**src/hdl/mcrs_pkg.sv**
```systemverilog
// ----------------------------------------------------------------------------
// mcrs_pkg
// Shared types, constants and the Morton encoding function of the sorter.
// ----------------------------------------------------------------------------
package mcrs_pkg;

  localparam int MAX_ITEMS_DEF  = 64;
  localparam int RADIX_BITS_DEF = 6;
  localparam int KEY_BITS_DEF   = 30;

  localparam int COORD_W = 11;
  localparam int AXIS_W  = 10;
  localparam int CODE_W  = 30;
  localparam int INDEX_W = 16;

  typedef struct packed {
    logic [INDEX_W-1:0] prim_index;
    logic [COORD_W-1:0] coord_x;
    logic [COORD_W-1:0] coord_y;
    logic [COORD_W-1:0] coord_z;
    logic               final_item;
  } in_item_t;

  typedef struct packed {
    logic [INDEX_W-1:0] sorted_index;
    logic [CODE_W-1:0]  morton_code;
    logic               overflow;
    logic               last_out;
  } out_item_t;

  typedef struct packed {
    logic [INDEX_W-1:0] index;
    logic [CODE_W-1:0]  code;
  } entry_t;

  typedef enum logic [3:0] {
    S_LOAD,
    S_CLR,
    S_CNT_RD,
    S_CNT_BK,
    S_CNT_WR,
    S_PFX_RD,
    S_PFX_WR,
    S_SCT_RD,
    S_SCT_BK,
    S_SCT_WR,
    S_OUT_RD,
    S_OUT_LD
  } state_t;

  typedef struct packed {
    logic load;
    logic clr_wr;
    logic src_rd;
    logic bkt_rd;
    logic cnt_wr;
    logic pfx_rd;
    logic pfx_wr;
    logic sct_wr;
    logic i_clr;
    logic pass_done;
    logic out_ld;
    logic finish;
  } cmd_t;

  typedef struct packed {
    logic i_last;
    logic j_last;
    logic pass_last;
    logic out_busy;
  } sts_t;

  // Saturates a coordinate to ten bits.
  function automatic logic [AXIS_W-1:0] clamp_coord(input logic [COORD_W-1:0] c);
    clamp_coord = c[AXIS_W] ? {AXIS_W{1'b1}} : c[AXIS_W-1:0];
  endfunction

  // Interleaves the axes, x in the lowest bit of each triple.
  function automatic logic [CODE_W-1:0] morton3(input logic [COORD_W-1:0] x,
                                                input logic [COORD_W-1:0] y,
                                                input logic [COORD_W-1:0] z);
    logic [AXIS_W-1:0] cx;
    logic [AXIS_W-1:0] cy;
    logic [AXIS_W-1:0] cz;
    logic [CODE_W-1:0] m;
    cx = clamp_coord(x);
    cy = clamp_coord(y);
    cz = clamp_coord(z);
    m  = '0;
    for (int b = 0; b < AXIS_W; b++) begin
      m[3*b]   = cx[b];
      m[3*b+1] = cy[b];
      m[3*b+2] = cz[b];
    end
    morton3 = m;
  endfunction

endpackage

```
**src/hdl/mcrs_ctrl.sv**
```systemverilog
// ----------------------------------------------------------------------------
// mcrs_ctrl
// Sequencer for load, per-pass clear, count, prefix, scatter and drain.
// ----------------------------------------------------------------------------
module mcrs_ctrl import mcrs_pkg::*; (
  input  logic   clk,
  input  logic   rst_n,
  input  logic   in_valid,
  input  logic   in_final,
  input  sts_t   sts,
  output logic   in_ready,
  output cmd_t   cmd,
  output state_t state
);

  state_t state_r;
  state_t state_nxt;

  assign state = state_r;

  always_ff @(posedge clk) begin
    if (!rst_n) begin
      state_r <= S_LOAD;
    end else begin
      state_r <= state_nxt;
    end
  end

  always_comb begin
    state_nxt = state_r;
    unique case (state_r)
      S_LOAD:   if (in_valid && in_final) state_nxt = S_CLR;
      S_CLR:    if (sts.j_last) state_nxt = S_CNT_RD;
      S_CNT_RD: state_nxt = S_CNT_BK;
      S_CNT_BK: state_nxt = S_CNT_WR;
      S_CNT_WR: state_nxt = sts.i_last ? S_PFX_RD : S_CNT_RD;
      S_PFX_RD: state_nxt = S_PFX_WR;
      S_PFX_WR: state_nxt = sts.j_last ? S_SCT_RD : S_PFX_RD;
      S_SCT_RD: state_nxt = S_SCT_BK;
      S_SCT_BK: state_nxt = S_SCT_WR;
      S_SCT_WR: begin
        if (sts.i_last) begin
          state_nxt = sts.pass_last ? S_OUT_RD : S_CLR;
        end else begin
          state_nxt = S_SCT_RD;
        end
      end
      S_OUT_RD: if (!sts.out_busy) state_nxt = S_OUT_LD;
      S_OUT_LD: state_nxt = sts.i_last ? S_LOAD : S_OUT_RD;
      default:  state_nxt = S_LOAD;
    endcase
  end

  always_comb begin
    cmd      = '0;
    in_ready = 1'b0;
    unique case (state_r)
      S_LOAD: begin
        in_ready = 1'b1;
        cmd.load = in_valid;
      end
      S_CLR:    cmd.clr_wr = 1'b1;
      S_CNT_RD: cmd.src_rd = 1'b1;
      S_CNT_BK: cmd.bkt_rd = 1'b1;
      S_CNT_WR: begin
        cmd.cnt_wr = 1'b1;
        cmd.i_clr  = sts.i_last;
      end
      S_PFX_RD: cmd.pfx_rd = 1'b1;
      S_PFX_WR: cmd.pfx_wr = 1'b1;
      S_SCT_RD: cmd.src_rd = 1'b1;
      S_SCT_BK: cmd.bkt_rd = 1'b1;
      S_SCT_WR: begin
        cmd.sct_wr    = 1'b1;
        cmd.i_clr     = sts.i_last;
        cmd.pass_done = sts.i_last && !sts.pass_last;
      end
      S_OUT_RD: cmd.src_rd = !sts.out_busy;
      S_OUT_LD: begin
        cmd.out_ld = 1'b1;
        cmd.i_clr  = sts.i_last;
        cmd.finish = sts.i_last;
      end
      default: cmd = '0;
    endcase
  end

endmodule

```
**config.mk**
```make
export PLATFORM = sky130hd
export DESIGN_NAME = mcrs_ctrl
export DESIGN_NICKNAME = d
export VERILOG_FILES = /design/src/hdl/mcrs_pkg.sv /design/src/hdl/mcrs_ctrl.sv
export SDC_FILE = /design/constraint.sdc
export NUM_CORES = 1
export LEC_CHECK = 0
export BUFFER_PORTS_ARGS = -buffer_cell sky130_fd_sc_hd__buf_2
export CAP_MARGIN = 20
export CORE_AREA = 4 4 41 43
export CTS_CLUSTER_SIZE = 16
export DETAILED_ROUTE_END_ITERATION = 10
export DIE_AREA = 0 0 45 47
export GPL_TIMING_DRIVEN = 0
export SETUP_SLACK_MARGIN = 0.02
export SLEW_MARGIN = 15
export SYNTH_ARGS = -nofsm -noshare
export SYNTH_HDL_FRONTEND = slang
export SYNTH_SLANG_ARGS = --single-unit
```
**constraint.sdc**
```tcl
create_clock -name clk -period 1.4 [get_ports clk]
set_input_delay 0.14 -clock clk [delete_from_list [all_inputs] [get_ports clk]]
set_output_delay 0.14 -clock clk [all_outputs]
set_load 0.1 [all_outputs]
```
After elaboration in Yosys (flattened, before gate mapping)
Cells that the tools add are included.
- RAM bits: 0
- bits in latches: 0
- ROM bits: 0
- output and inout bits: 17
- input bits: 8
- word-level logic and storage cells: 45
- register bits: 4
- memories: 0
- reduce and logical (&&, ||, !) cells: 9
- divide/modulo/power cells: 0
- muxes and demuxes: 21
- equality and inequality tests: 14
- order comparisons: 0
- bitwise gates (word level): 0
- multiply operators: 0
- add/sub/neg operators: 0
- shift-type cells: 0
- operators by type and width (operator ; count):
    $pmux 4 s12 ; 1
    $mux 4 ; 6
    $eq 4x3->1 const B ; 4
    $eq 4x4->1 const B ; 4
    $mux 1 ; 10
    $eq 4x2->1 const B ; 2
    $ne 2x2->1 const B ; 3
    $eq 4x1->1 const B ; 1
    $logic_not 4->1 ; 1
    $mux 2 ; 2
    $reduce_or 2->1 ; 2
    $mux 3 ; 1
    $reduce_and 3->1 ; 1
    $reduce_or 3->1 ; 1
    $logic_and 1x1->1 ; 2
    $logic_not 1->1 ; 2
    $pmux 1 s2 ; 1

Longest topological paths before layout
Gate-level depths: netlist of the first run.
- depth in word-level cells: 3
- gate-level depth with buffers: 5
- depth with buffers taken out: 4

Least setup slack after synthesis of the first run
No wires, ideal clock.
- kind: register to output
- start point: register state_r[3], in the netlist state[3]
- end point: output port cmd[2] in the netlist's numbering
- arrival: 4.482 ns
- cell stages (with the launch flop): 4
- path buffers: 0
- data required time: 1.260 ns
- path slack: -3.222 ns
- cells stage by stage: dfxtp_1 and2b_1 nand2_1 nor4b_1
- RTL lines (what ; RTL line ; RTL):
    start: declaration ; mcrs_ctrl.sv:16 ; state_t state_r;
    start signal: assignment ; mcrs_ctrl.sv:25 ; state_r <= state_nxt;
    end: declaration ; mcrs_ctrl.sv:12 ; output cmd_t cmd,

==> reports/metrics.cfg, run 1 <==
[floorplanning]
rows = 13
die_h_um = 47
coreArea_um2 = 1301
start_util_pct = 35.58
die_x_um = 45
io-pin-count = 25
die-area_um2 = 2115

[finish]
nets = 120
largest_reg_flops = 4
finalCoreUtilization_pct = 89.13
drive_gt1_share_pct = 75.45
diodes = 0
area_delta_synth_final_pct = 150.5
final_cells = 125

[synthesis]
synth_xor_area_share_pct = 0
netlist_area_um2 = 462.9
synthMuxAreaShare_pct = 0
synth_top_area_cell = dfxtp_1
synth_top_family_by_area = simple AND/OR/NAND/NOR gates
synth_common_cells = nand2_1 (10), nor2_1 (8), and2_1 (4), dfxtp_1 (4)
synth_edf_count = 0
synthSimpleGateAreaFrac_pct = 43.78
synth.most_common_cell = nand2_1
synthDistinctLibCells = 28
yosys_register_bits = 4
synth_compound_area_share_pct = 27.03
synth_cells = 66
synthFlopType = dfxtp_1
ys_warn_count = 0
synthArstFlopShare_pct = 0
yosys-top-cells-area = dfxtp_1 (17%), nand2_1 (8.1%), nor2_1 (6.5%)
avgSynthCellArea_um2 = 7.014
syn_nets = 74
yosys.area.top_type_share_pct = 17.30
synthAdderAreaFrac_pct = 0
seq_area_frac_synth_pct = 17.30

[clocking]
cts_buffers = 3
htreeDepth = 1
cts_sinks = 4
hold_buffers = 0
clock_latency_ns = 0.23
ctsLongestPathBuffers = 2
clkSlewWorstSetupHoldPaths_ns = 0.04
root_buffer = clkbuf_4
cts_tree = done

[timing]
setup_viol = 14
rsz0062_at_grt = yes
worstMarginPinSlew_ns = 0.5063
clock_skew_ns = 0.006373
finalHoldViolCount = 0
fin_crit_sh_pct = 111.9
fin_crit_ns = 1.566
layout_setup_ws_ns = -0.1661
report.final.slew_viol_count = 0
slew_headroom_pct = 66.48
fmax_ghz = 0.6385
setup_tns_ns = -1.475

[critical_path]
crit_path_end_kind = output pin
regToRegSetupSlack_ns = -0.12
cpPeakStageDelay_ns = 0.36
r2r-start = state[3]
cp_data_arrival_time_ns = 1.43
worstSetupPathType = reg2out
worstPathCellList = or2_1, buf_6, o21ai_2, and2_4, buf_12
rr_worst_depth = 6
crit_fanout = 6
required_ns = 1.26
crit_path_start_kind = register
r2r-end = state[0]
critPathSlowestCell = dfxtp_4

[placement]
gp_congestion = 0.7407
dp_hpwl_um = 1034
dp.cells = 105
io_buffers = 24
pre_cts_ws_ns = -0.2502

[detailed_routing]
wirelength_um = 2215
first_iter_violations = 26
wl_per_cell_um = 17.72
drc = 0
final_antenna_net_count = 0
first_pass_iters = 4
viasPerCell = 5.568
num_vias = 696

[power]
total_leakage_power_nw = 0.5449
irDropWorstVdd_mv = 1.330
pwr_density_cell_nw_per_um2 = 1070

[status]
outcome = finished, violations left
violations = setup timing

[global_routing]
grt_max_degree = 11
grt_first_pass_wirelength_um = 2891
antenna_found_initial = 0
track_usage_pct = 18.60
grt-ovfl-total = 0
grt_pass1_vias = 655

[min_path]
hold_end = state[2]
hold_class = in2reg
hp-start = rst_n
min_delay_path_depth = 2

[job]
cap_violations = 0

## logic make-up after synthesis
| family | after synthesis |
|---|---|
| buf+inv | 8 |
| flops | 4 |
| compound gates | 17 |
| simple gates | 37 |
## report_power, final
group          total, mW  switching [mW]  internal (mW)
Combinational      0.961           0.593          0.368
Sequential         0.144          0.0145          0.129
Clock              0.136          0.0409         0.0954
## routing by layer
layer	GRT usage (%)	part of all wire (%)	vias to the layer above
met1	21.22	40	330
met5	0	0	-
met3	3.831	9.3	4
met2	33.05	49	39
li1	-	-	323
met4	8.772	1.8	0
## how the worst max path moves through the flow
stage	startpoint	to	depth (start not counted)	slack, ns
after floorplan	state[0]	state[0]	5	-1.0
after global placement	state[0]	cmd[3]	6	-0.24
after detailed placement	state[0]	cmd[3]	6	-0.25
after CTS	state[2]	cmd[2]	4	-0.21
after global routing	state[3]	cmd[3]	5	-0.24
final	state[3]	cmd[3]	5	-0.17
## final cells by class
type | count | area (µm²)
repair buffers | 42 | 460.4
fillers | 55 | 141.4
inverters | 2 | 20.02
plain buffers | 5 | 68.82
flip-flops and latches | 4 | 95.09
multi-input cells | 54 | 474.2
well taps | 15 | 18.77
clock buffers | 3 | 22.52
## critical path: cells and delay by family, from the launching register on
family / cells / cell delay (ns)
buffers and inverters: 2 / 0.32
AO/OA/AOI/OAI: 1 / 0.11
flip-flops: 1 / 0.36
AND/OR/NAND/NOR: 2 / 0.41
## timing repair
item | 4_1_cts | 5_1_grt
endpoints found under the hold margin | 0 | 0
pin swaps | 7 | 9
endpoints found under the setup margin | 13 | 15
buffers inserted | 13 | 5
resized for setup | 70 | 15
## cell usage in the layout, fill, tap and decap left out, types with 2 or more instances in the layout
master / netlist / layout
a21oi_1: 3 / 2
and2_4: 0 / 4
and3_4: 0 / 2
buf_12: 0 / 13
buf_2: 2 / 11
buf_4: 2 / 13
buf_6: 2 / 9
clkbuf_4: 0 / 3
dfxtp_4: 0 / 4
nand2_1: 10 / 4
nand2_2: 0 / 2
nand2_4: 0 / 4
nand2b_1: 3 / 3
nor2_1: 8 / 2
nor2_4: 0 / 5
nor4_1: 2 / 2
o21a_1: 3 / 3
o21ai_0: 3 / 2
## metrics by stage
stage | hold slack, ns | area (µm²) | power (mW)
after floorplan | 0.2555 | 560.5 | 0.7041
after global placement | 0.3935 | 699.4 | 0.7956
after detailed placement | 0.3971 | 699.4 | 0.7986
after CTS | 0.1561 | 1066 | 1.176
after global routing | 0.1536 | 1160 | 1.294
final | 0.1711 | 1160 | 1.241
No activity file was read; power rests on OpenSTA's default activity.
==> run 2: changes to the inputs <==
--- a/config.mk
+++ b/config.mk
@@ -8,6 +8,7 @@
 export BUFFER_PORTS_ARGS = -buffer_cell sky130_fd_sc_hd__buf_2
 export CAP_MARGIN = 20
 export CORE_AREA = 4 4 41 43
+export CTS_CLUSTER_DIAMETER = 150
 export CTS_CLUSTER_SIZE = 16
 export DETAILED_ROUTE_END_ITERATION = 10
 export DIE_AREA = 0 0 45 47
==> constraint.sdc (replaced) <==
create_clock -name clk -period 1.4 [get_ports clk]
set_input_delay 0.07 -clock clk [delete_from_list [all_inputs] [get_ports clk]]
set_output_delay 0.07 -clock clk [all_outputs]
set_load 0.1 [all_outputs]
==> reports/metrics.cfg, run 2 (synthesis results as in run 1) <==
[status]
outcome = finished, violations left
violations = setup timing

[min_path]
hold_end = state[1]
hp-start = rst_n
hold_class = in2reg
min_delay_path_depth = 3

[finish]
area_delta_synth_final_pct = 128.9
final_cells = 122
multiInputGateArea_um2 = 451.7
largest_reg_flops = 4
regArea_um2 = 95.09
fill_cells = 82
most-common-layout-cells = buf_4 (13), buf_2 (11), buf_6 (9)
diodes = 0
fin_area_um2 = 1060
mostFrequentLayoutCell = buf_4
drive_gt1_share_pct = 72.90
nets = 117

[global_routing]
track_usage_pct = 16.78
grt_first_pass_wirelength_um = 2635
grt-ovfl-total = 0
grt_pass1_vias = 572
grt_max_degree = 11
antenna_found_initial = 0

[timing]
report.final.slew_viol_count = 0
rsz0062_at_grt = yes
fmax_ghz = 0.6700
fin_crit_sh_pct = 106.6
finalHoldViolCount = 0
setup_tns_ns = -0.3890
slew_headroom_pct = 67.72
worstMarginPinSlew_ns = 0.4875
fin_crit_ns = 1.493
setup_viol = 7
clock_skew_ns = 0.003905
layout_setup_ws_ns = -0.09253

[critical_path]
r2r-end = state[0]
r2r-start = state[2]
cp_data_arrival_time_ns = 1.42
regToRegSetupSlack_ns = -0.08
crit_fanout = 7
crit_path_start_kind = register
worstSetupPathType = reg2out
rr_worst_depth = 6
required_ns = 1.33
crit_path_end_kind = output pin

[detailed_routing]
wirelength_um = 1660
wl_per_cell_um = 13.61
first_iter_violations = 22
final_antenna_net_count = 0
num_vias = 674
first_pass_iters = 4
viasPerCell = 5.525
drc = 0

[placement]
gp_congestion = 0.7472
dp_hpwl_um = 1021
dp.cells = 105
placedInstanceArea_um2 = 696.9
io_buffers = 24

[clocking]
ctsLongestPathBuffers = 2
cts_tree = done
cts_sinks = 4
clock_latency_ns = 0.24
cts_buffers = 3
root_buffer = clkbuf_4
htreeDepth = 1
clkSlewWorstSetupHoldPaths_ns = 0.03

[power]
pwr_density_cell_nw_per_um2 = 1125
irDropWorstVdd_mv = 1.122
total_power_mw = 1.192
total_leakage_power_nw = 0.5051

[floorplanning]
io-pin-count = 25
coreArea_um2 = 1301
start_util_pct = 35.58
die_h_um = 47
die_x_um = 45
rows = 13
die-area_um2 = 2115

[job]
cap_violations = 0

## run 2: changes by cell type in the layout (fill, tap and decap cells not counted), sizes merged
| cell | delta |
|---|---|
| buf | -3 |
## run 2: worst max path at each step
stage                        start       end  slack, ns  cells after the start
after CTS                 state[2]    cmd[2]      -0.14                      4
final                     state[1]    cmd[3]      -0.09                      5
after detailed placement  state[0]    cmd[3]      -0.20                      6
after global placement    state[0]    cmd[3]      -0.18                      6
after global routing      state[2]    cmd[2]      -0.15                      4
after floorplan           state[0]  state[0]      -0.99                      5
## run 2: final cells by class
cell class / instances / area share [%]
Multi-Input combinational cell: 54 / 42.62
Tap cell: 15 / 1.771
Timing Repair Buffer: 40 / 38.37
Buffer: 4 / 4.959
Sequential cell: 4 / 8.973
Inverter: 2 / 1.181
Clock buffer: 3 / 2.125
## run 2: layer usage
metal  track usage, %  vias to the layer above  routed length, µm
li1                 -                      317                  -
met1            22.35                      319                694
met2            27.97                       36                780
met3            3.448                        2                167
met4            3.509                        0                 18
met5                0                        -                  0
## run 2: what timing repair did
action,in CTS,in global routing
setup buffers,8,8
resized for setup,47,23
hold buffers,0,0
pin swaps,7,9
endpoints found under the setup margin,14,14
## run 2: where the power goes
| group | switching (mW) | internal [mW] | total (mW) |
|---|---|---|---|
| Combinational | 0.557 | 0.346 | 0.903 |
| Clock | 0.0466 | 0.0958 | 0.142 |
| Sequential | 0.0173 | 0.129 | 0.146 |
## run 2: worst max-delay path, cell delays in order, from the launching register on
cell and delay, ns:
dfxtp_4 0.36, or2_1 0.24, buf_6 0.15, o21ai_2 0.11, and2_4 0.16, buf_12 0.16
## run 2: metrics by stage
step | util, % | worst slack (ns) | hold slack (ns)
finish | 81.44 | -0.09253 | 0.09236
detailed placement | 53.56 | -0.2006 | 0.3289
global placement | 53.56 | -0.1824 | 0.3240
CTS | 71.73 | -0.1419 | 0.08874
global route | 81.44 | -0.1544 | 0.08808
floorplan | - | -0.9949 | 0.1855
==> run 3: changes to the inputs <==
--- a/config.mk
+++ b/config.mk
@@ -7,12 +7,15 @@
 export LEC_CHECK = 0
 export BUFFER_PORTS_ARGS = -buffer_cell sky130_fd_sc_hd__buf_2
 export CAP_MARGIN = 20
-export CORE_AREA = 4 4 41 43
+export CELL_PAD_IN_SITES_DETAIL_PLACEMENT = 2
+export CELL_PAD_IN_SITES_GLOBAL_PLACEMENT = 2
+export CORE_MARGIN = 4
+export CORE_UTILIZATION = 21
 export CTS_CLUSTER_DIAMETER = 150
 export CTS_CLUSTER_SIZE = 16
 export DETAILED_ROUTE_END_ITERATION = 10
-export DIE_AREA = 0 0 45 47
 export GPL_TIMING_DRIVEN = 0
+export PLACE_DENSITY_LB_ADDON = 0.1
 export SETUP_SLACK_MARGIN = 0.02
 export SLEW_MARGIN = 15
 export SYNTH_ARGS = -nofsm -noshare
==> constraint.sdc (replaced) <==
create_clock -name clk -period 1.4 [get_ports clk]
set_input_delay 0.07 -clock clk [delete_from_list [all_inputs] [get_ports clk]]
set_output_delay 0.07 -clock clk [all_outputs]
set_load 0.01 [all_outputs]
==> reports/metrics.cfg, run 3 (synthesis results as in run 1) <==
[placement]
io_buffers = 24
dp.cells = 117
gp_congestion = 0.7832
dp_hpwl_um = 1258
pre_cts_ws_ns = 0.02254

[critical_path]
critPathSlowestCell = dfxtp_4
required_ns = 1.33
cpPeakStageDelay_ns = 0.36
r2r-end = state[0]
crit_end = cmd[2]
rr_worst_depth = 5
worstSetupPathType = reg2out
r2r-start = state[0]
path_buf_inv = 1
cp_data_arrival_time_ns = 1.32
critPathTopFamily = simple AND/OR/NAND/NOR gates
crit_fanout = 6
crit_path_end_kind = output pin
crit_path_start_kind = register
regToRegSetupSlack_ns = 0.06
worstPathCellList = and2b_2, nand2_4, nor4b_4, buf_2
startpoint = state[2]
critical_path_cell_count = 4

[clocking]
ctsLongestPathBuffers = 2
clkSlewWorstSetupHoldPaths_ns = 0.04
cts_tree = done
hold_buffers = 0
clock_latency_ns = 0.24
root_buffer = clkbuf_4
cts_sinks = 4
htreeDepth = 1
cts_buffers = 3

[detailed_routing]
wl_per_cell_um = 14.15
first_pass_iters = 2
num_vias = 593
drc = 0
final_antenna_net_count = 0
top_layer_used = met3
drt-met1-wl_um = 797
wirelength_um = 1783
first_iter_violations = 3
met3_length_um = 110
viasPerCell = 4.706
wl_met2_um = 875

[floorplanning]
start_util_pct = 22.90
die_h_um = 54.95
io-pin-count = 25
die_x_um = 54.95
rows = 16
coreArea_um2 = 2022
die-area_um2 = 3020

[finish]
drive_gt1_share_pct = 55.56
mostFrequentLayoutCell = buf_2
diodes = 0
largest_reg_flops = 4
most-common-layout-cells = buf_2 (24), nand2_1 (8), nor2_1 (7)
nets = 109
finalCoreUtilization_pct = 38.00
area_delta_synth_final_pct = 65.95
final_cells = 126

[timing]
fmax_ghz = 0.7179
fin_crit_ns = 1.393
rsz0062_at_grt = yes
slew_headroom_pct = 73.40
clock_skew_ns = 0.004714
finalHoldViolCount = 0
setup_tns_ns = 0
worstMarginPinSlew_ns = 0.3953
layout_setup_ws_ns = 0.006966
report.final.slew_viol_count = 0
fin_crit_sh_pct = 99.50
setup_viol = 0

[global_routing]
grt_first_pass_wirelength_um = 2718
grt-ovfl-total = 0
grt_max_degree = 11
antenna_found_initial = 0
track_usage_pct = 12.73
grt_pass1_vias = 618

[job]
cap_violations = 0

[power]
total_leakage_power_nw = 0.3997
irDropWorstVdd_mv = 0.6499
pwr_density_cell_nw_per_um2 = 834.0

[status]
outcome = complete, no violations

[min_path]
hp-start = rst_n
hold_class = in2reg

## run 3: worst min path at each step
stage | endpoint | slack (ns) | cells after the start
after floorplan | state[2] | 0.19 | 1
after global placement | state[3] | 0.34 | 2
after detailed placement | state[0] | 0.34 | 2
after CTS | state[2] | 0.09 | 2
after global routing | state[2] | 0.08 | 2
final | state[2] | 0.09 | 2
## run 3: metal layers
metal | up-vias | track usage [%]
met5 | - | 0
met1 | 274 | 15.41
met4 | 0 | 2.429
met3 | 0 | 3.217
li1 | 300 | -
met2 | 19 | 22.64
## run 3: cell type report
class / instances / area [µm²]
fillers: 256 / 1254
multi-input cells: 54 / 374.1
repair buffers: 32 / 187.7
flip-flops and latches: 4 / 92.59
plain buffers: 4 / 45.04
well taps: 27 / 33.78
clock buffers: 3 / 22.52
inverters: 2 / 12.51
## run 3: worst reg2reg max path: cells and delay by family, from the launching register on
| family | cells | cell delay (ns) |
|---|---|---|
| buffers and inverters | 1 | 0.14 |
| flip-flops | 1 | 0.32 |
| AND/OR/NAND/NOR | 1 | 0.28 |
| AO/OA/AOI/OAI | 3 | 0.48 |
## run 3: report_power, final
group / switching [mW] / internal, mW / leakage, nW / total (mW)
logic: 0.186 / 0.163 / 0.351 / 0.349
registers: 0.0208 / 0.128 / 0.0352 / 0.149
clock network: 0.0473 / 0.0958 / 0.0138 / 0.143
## run 3: stage by stage
step                      hold WS [ns]  power (mW)  area, µm²
after floorplan                 0.1877      0.3572      462.9
after global placement          0.3436      0.4611      616.8
after detailed placement        0.3366      0.4599      616.8
after CTS                      0.08727      0.6287      718.2
after global routing           0.08198      0.7075      768.2
final                          0.08874      0.6407      768.2
## run 3: timing repair
item | 4_1_cts | 5_1_grt
gates resized for setup | 17 | 10
setup buffers | 5 | 2
pin swaps | 3 | 3
cloned | 0 | 1
endpoints found under the setup margin | 7 | 7
